$ cat src/hdl/psm_ram.sv
// Generic simple dual-port RAM: one write port, one read port, registered read.
// No package dependencies.
module psm_ram #(
   parameter int WIDTH = 8,
   parameter int DEPTH = 64
) (
   input  logic                     clock,
   input  logic                     wr_en,
   input  logic [$clog2(DEPTH)-1:0] wr_addr,
   input  logic [WIDTH-1:0]         wr_data,
   input  logic [$clog2(DEPTH)-1:0] rd_addr,
   output logic [WIDTH-1:0]         rd_data
);

   logic [WIDTH-1:0] mem_ff [DEPTH];
   logic [WIDTH-1:0] rd_data_ff;

   always_ff @(posedge clock) begin
      if (wr_en) begin
         mem_ff[wr_addr] <= wr_data;
      end
      rd_data_ff <= mem_ff[rd_addr];
   end

   assign rd_data = rd_data_ff;

endmodule

$ cat config.mk
export PLATFORM = sky130hd
export DESIGN_NAME = psm_ram
export DESIGN_NICKNAME = d
export VERILOG_FILES = /design/src/hdl/psm_ram.sv
export SDC_FILE = /design/constraint.sdc
export NUM_CORES = 1
export LEC_CHECK = 0
export BUFFER_PORTS_ARGS = -buffer_cell sky130_fd_sc_hd__buf_4
export CAP_MARGIN = 20
export CORE_MARGIN = 2
export CORE_UTILIZATION = 60
export CTS_BUF_LIST = sky130_fd_sc_hd__clkbuf_16
export CTS_CLUSTER_DIAMETER = 120
export CTS_CLUSTER_SIZE = 20
export DETAILED_ROUTE_END_ITERATION = 16
export PLACE_DENSITY_LB_ADDON = 0.08
export SETUP_SLACK_MARGIN = 0.1
export SLEW_MARGIN = 10
export SYNTH_ARGS = -nofsm -noshare
export SYNTH_HDL_FRONTEND = slang
export SYNTH_SLANG_ARGS = --single-unit
$ cat constraint.sdc
create_clock -name clock -period 2.65 [get_ports clock]
set_clock_uncertainty 0.2 [all_clocks]
set_input_delay 0.265 -clock clock [delete_from_list [all_inputs] [get_ports clock]]
set_output_delay 0.265 -clock clock [all_outputs]
set_load 0.01 [all_outputs]
[Word-level counts from Yosys, hierarchy flattened]
Memories as Yosys holds them, arrays and structs flattened. A register that Yosys moved wholly into a read port is not among the register bits.
Index checks and enable logic that the tools add are counted.
Storage, ports and cells
  bits in registers: 0
  memories kept: 1
  bits in writable memories: 512
  output and inout port bits: 8
Operators by class
  muxes and demuxes: 2
Memories
  mem_ff: depth 64, width 8, read ports 1, clocked after Yosys merged registers in 1, write ports 1, RTL line 15  | logic [WIDTH-1:0] mem_ff [DEPTH];
Operators with widths (count)
  1-bit two-way mux: 2

[Logic depth before layout (Yosys ltp)]
  depth after elaboration: 2
  gate-level depth with buffers: 9
  mapped depth without buffers: 5

[Least setup slack after synthesis]
No wires, ideal clock.
  kind: input to register
  start point: input port rd_addr[1]
  end point: register rd_data_ff[3] (netlist: rd_data[3]) (read register of mem_ff)
  library setup time: 128 ps
  cell stages on the path: 7
  slack: 517 ps
  buffers on the path: 3
  required time: 2322 ps
  data arrival time: 1805 ps
  cell sequence: buf_4 > buf_2 > buf_2 > mux4_2 > mux4_2 > o21ai_1 > o41ai_1
RTL lines
  start: declaration: RTL line 11  | input logic [$clog2(DEPTH)-1:0] rd_addr,
  end: declaration: RTL line 16  | logic [WIDTH-1:0] rd_data_ff;

==> results.ini <==
[outcome]
status = finished, final reports clean

[timing]
rsz0062_at_grt = no
finalSetupViolCount = 0
max_freq_mhz = 394
drv_slew = 0
hold_viol = 0
fin_crit_sh_pct = 95.9
slew_headroom_pct = 47.5
tightest_slew_ns = 0.785
tns_ns = 0
period_needed_ns = 2.54

[finish]
layout-drive-gt1-share_pct = 28.2
final_net_count = 1076
areaGrowthSynthToFinish_pct = 10.8
fin_cells = 1524

[critical_path]
crit_chain = mux4_2, mux2_2, o221a_2, nor3_1, o32ai_1
critPathRequiredTime_ns = 2.88
end_kind = register
critPathMaxFanout = 1
cp_slowest_cell = nor3_1
start_kind = register
cp-startpoint = mem_ff[29][6]$_DFFE_PP_
slowest_delay_ns = 0.56
reg2reg_depth = 5
r2r-start = mem_ff[29][6]$_DFFE_PP_
cp.arrival_ns = 2.77
crit_type = reg2reg

[drt]
avgRoutedWirePerCell_um = 28.8
vias_per_cell = 6.43
drc = 0
wl_um = 43900
dr.pass1.iters = 5
vias = 9804
drtIter0Drc = 1174
ant_nets = 0

[floorplanning]
top_level_ports = 30
die-width_um = 187
die_area_sq_mm = 0.0351
die_h_um = 187
rows = 67
coreArea_sq_mm = 0.0333
initial_core_util_pct = 60.6

[synth]
syn_area_sq_mm = 0.0202
syn_nets = 962
synth-edff-count = 512
postSynthAreaPerCell_sq_um = 21.5
yosysUniqueCellTypes = 40
seq_area_frac_synth_pct = 77.0
async_reset_ff_share_pct = 0
synth_seq_cells = 520
netlist_instances = 940
synth_top_flop_cell = edfxtp_1
yosys_warnings = 0

[cts]
clkLatencyLatePin_ns = 0.56
clockRootBuffer = clkbuf_16
cts_max_path_buffers = 3
cts_setup_buffers = 0
clk_pin_slew_ns = 0.08
cts_tree = yes
htree_num_levels = 1
cts_sinks = 520
cts_buffers = 29

[power]
power.total_w = 0.0144
powerDensity_mw_per_mm2 = 643
peakVddDrop_mv = 0.492
leakage_nw = 7.16

[worst_hold_path]
hold_depth = 3
hp-class = in2reg
holdCritStartpoint = rd_addr[4]

[global_routing]
grt_pass1_vias = 10000
grt_max_degree = 65
antenna_found_initial = 2
grtUsageTotal_pct = 25.8
grt_pass1_wl_um = 66300
grt_overflow_total = 0

[flow_run]
max_cap_viol_count = 0

[placement]
port_buffers = 29
place.gp.congestion = 0.838
dp_hpwl_um = 28000
dpl.cell_count = 1470

-- registers in the layout, summed over array words and instances (netlist names) --
name	count
mem_ff	512
rd_data	8
-- final timing paths --
check                             to  slack [ns]
hold / removal    rd_data[1]$_DFF_P_        0.04
setup / recovery  rd_data[6]$_DFF_P_        0.11
hold reg to reg   rd_data[0]$_DFF_P_        0.68
setup reg to reg  rd_data[6]$_DFF_P_        0.11
-- logic make-up (layout without fill, tap and decap cells) --
kind of cell | count (synthesis) | after routing | synth area share (%)
compound gates | 54 | 54 | 2.07
buf+inv | 51 | 186 | 1.57
flops | 520 | 520 | 77.0
mux | 162 | 162 | 15.9
other cells | 0 | 1 | 0
simple gates | 153 | 153 | 3.39
-- critical path, delay by kind of cell (launching register included) --
kind | cells | cell delay, ns
AO/OA/AOI/OAI | 2 | 0.46
multiplexers | 2 | 0.80
flip-flops | 1 | 0.39
AND/OR/NAND/NOR | 1 | 0.56
-- cell usage after synthesis, types with 7 or more instances --
cell | count | area [sq um]
buf_2 | 11 | 55.1
buf_4 | 13 | 97.6
clkbuf_1 | 17 | 63.8
dfxtp_1 | 8 | 160
edfxtp_1 | 512 | 15400
mux2_2 | 13 | 146
mux2i_1 | 23 | 230
mux4_2 | 126 | 2840
nand2_1 | 19 | 71.3
nand2b_1 | 7 | 43.8
nand3_1 | 13 | 65.1
nor2_1 | 83 | 312
nor2b_1 | 14 | 87.6
nor3_1 | 7 | 35.0
o221ai_1 | 8 | 70.1
o22ai_1 | 8 | 50.1
-- power by group --
group	total [W]	internal [W]	switching, W
registers	0.00912	0.00909	0.0000273
clock network	0.00437	0.00198	0.00238
logic	0.000891	0.000366	0.000525
-- final cells by class --
cell class,count,area (sq um)
multi-input combinational,369,4320
antenna,1,2.50
clock inverter,23,86.3
tap,448,561
sequential,520,15500
fill,2129,10900
timing repair buffer,134,1110
clock buffer,29,726
-- through the flow --
stage	util (%)	instance area, sq um	setup WS [ns]	hold WS [ns]
after floorplan	-	20200	0.517	0.164
after global placement	64.6	21500	-0.278	0.452
after detailed placement	64.6	21500	-0.404	0.447
after CTS	67.1	22300	0.132	0.0117
after global routing	67.1	22300	0.107	0.0369
final	67.1	22300	0.109	0.0411
-- repair_timing --
| item | 4_1_cts | 5_1_grt |
|---|---|---|
| hold buffers | 1 | 0 |
| endpoints found under the hold margin | 7 | 0 |
| resized for setup | 1 | 0 |
| setup endpoints to repair | 1 | 0 |
-- layer usage --
layer / up-vias / share of wire (%) / global-route usage (%)
li1: 4137 / - / -
met1: 5171 / 40 / 37.8
met2: 437 / 50 / 42.7
met3: 55 / 8.4 / 3.64
met4: 4 / 1.7 / 5.13
met5: - / 0.052 / 0
-- layout by cell type, fill, tap and decap left out, types with 4 or more instances in the layout --
master	count
inv_1	23
nand2_1	19
o221ai_1	8
buf_4	124
edfxtp_1	512
o22ai_1	8
mux2_2	13
dfxtp_1	8
nand3_1	13
mux4_2	126
nor2_1	83
mux2i_1	23
clkbuf_16	29
nor2b_1	14
nand2b_1	7
a221oi_1	6
buf_12	8
a211oi_1	4
nor3_1	7
Power figures use the tool's default switching activity.
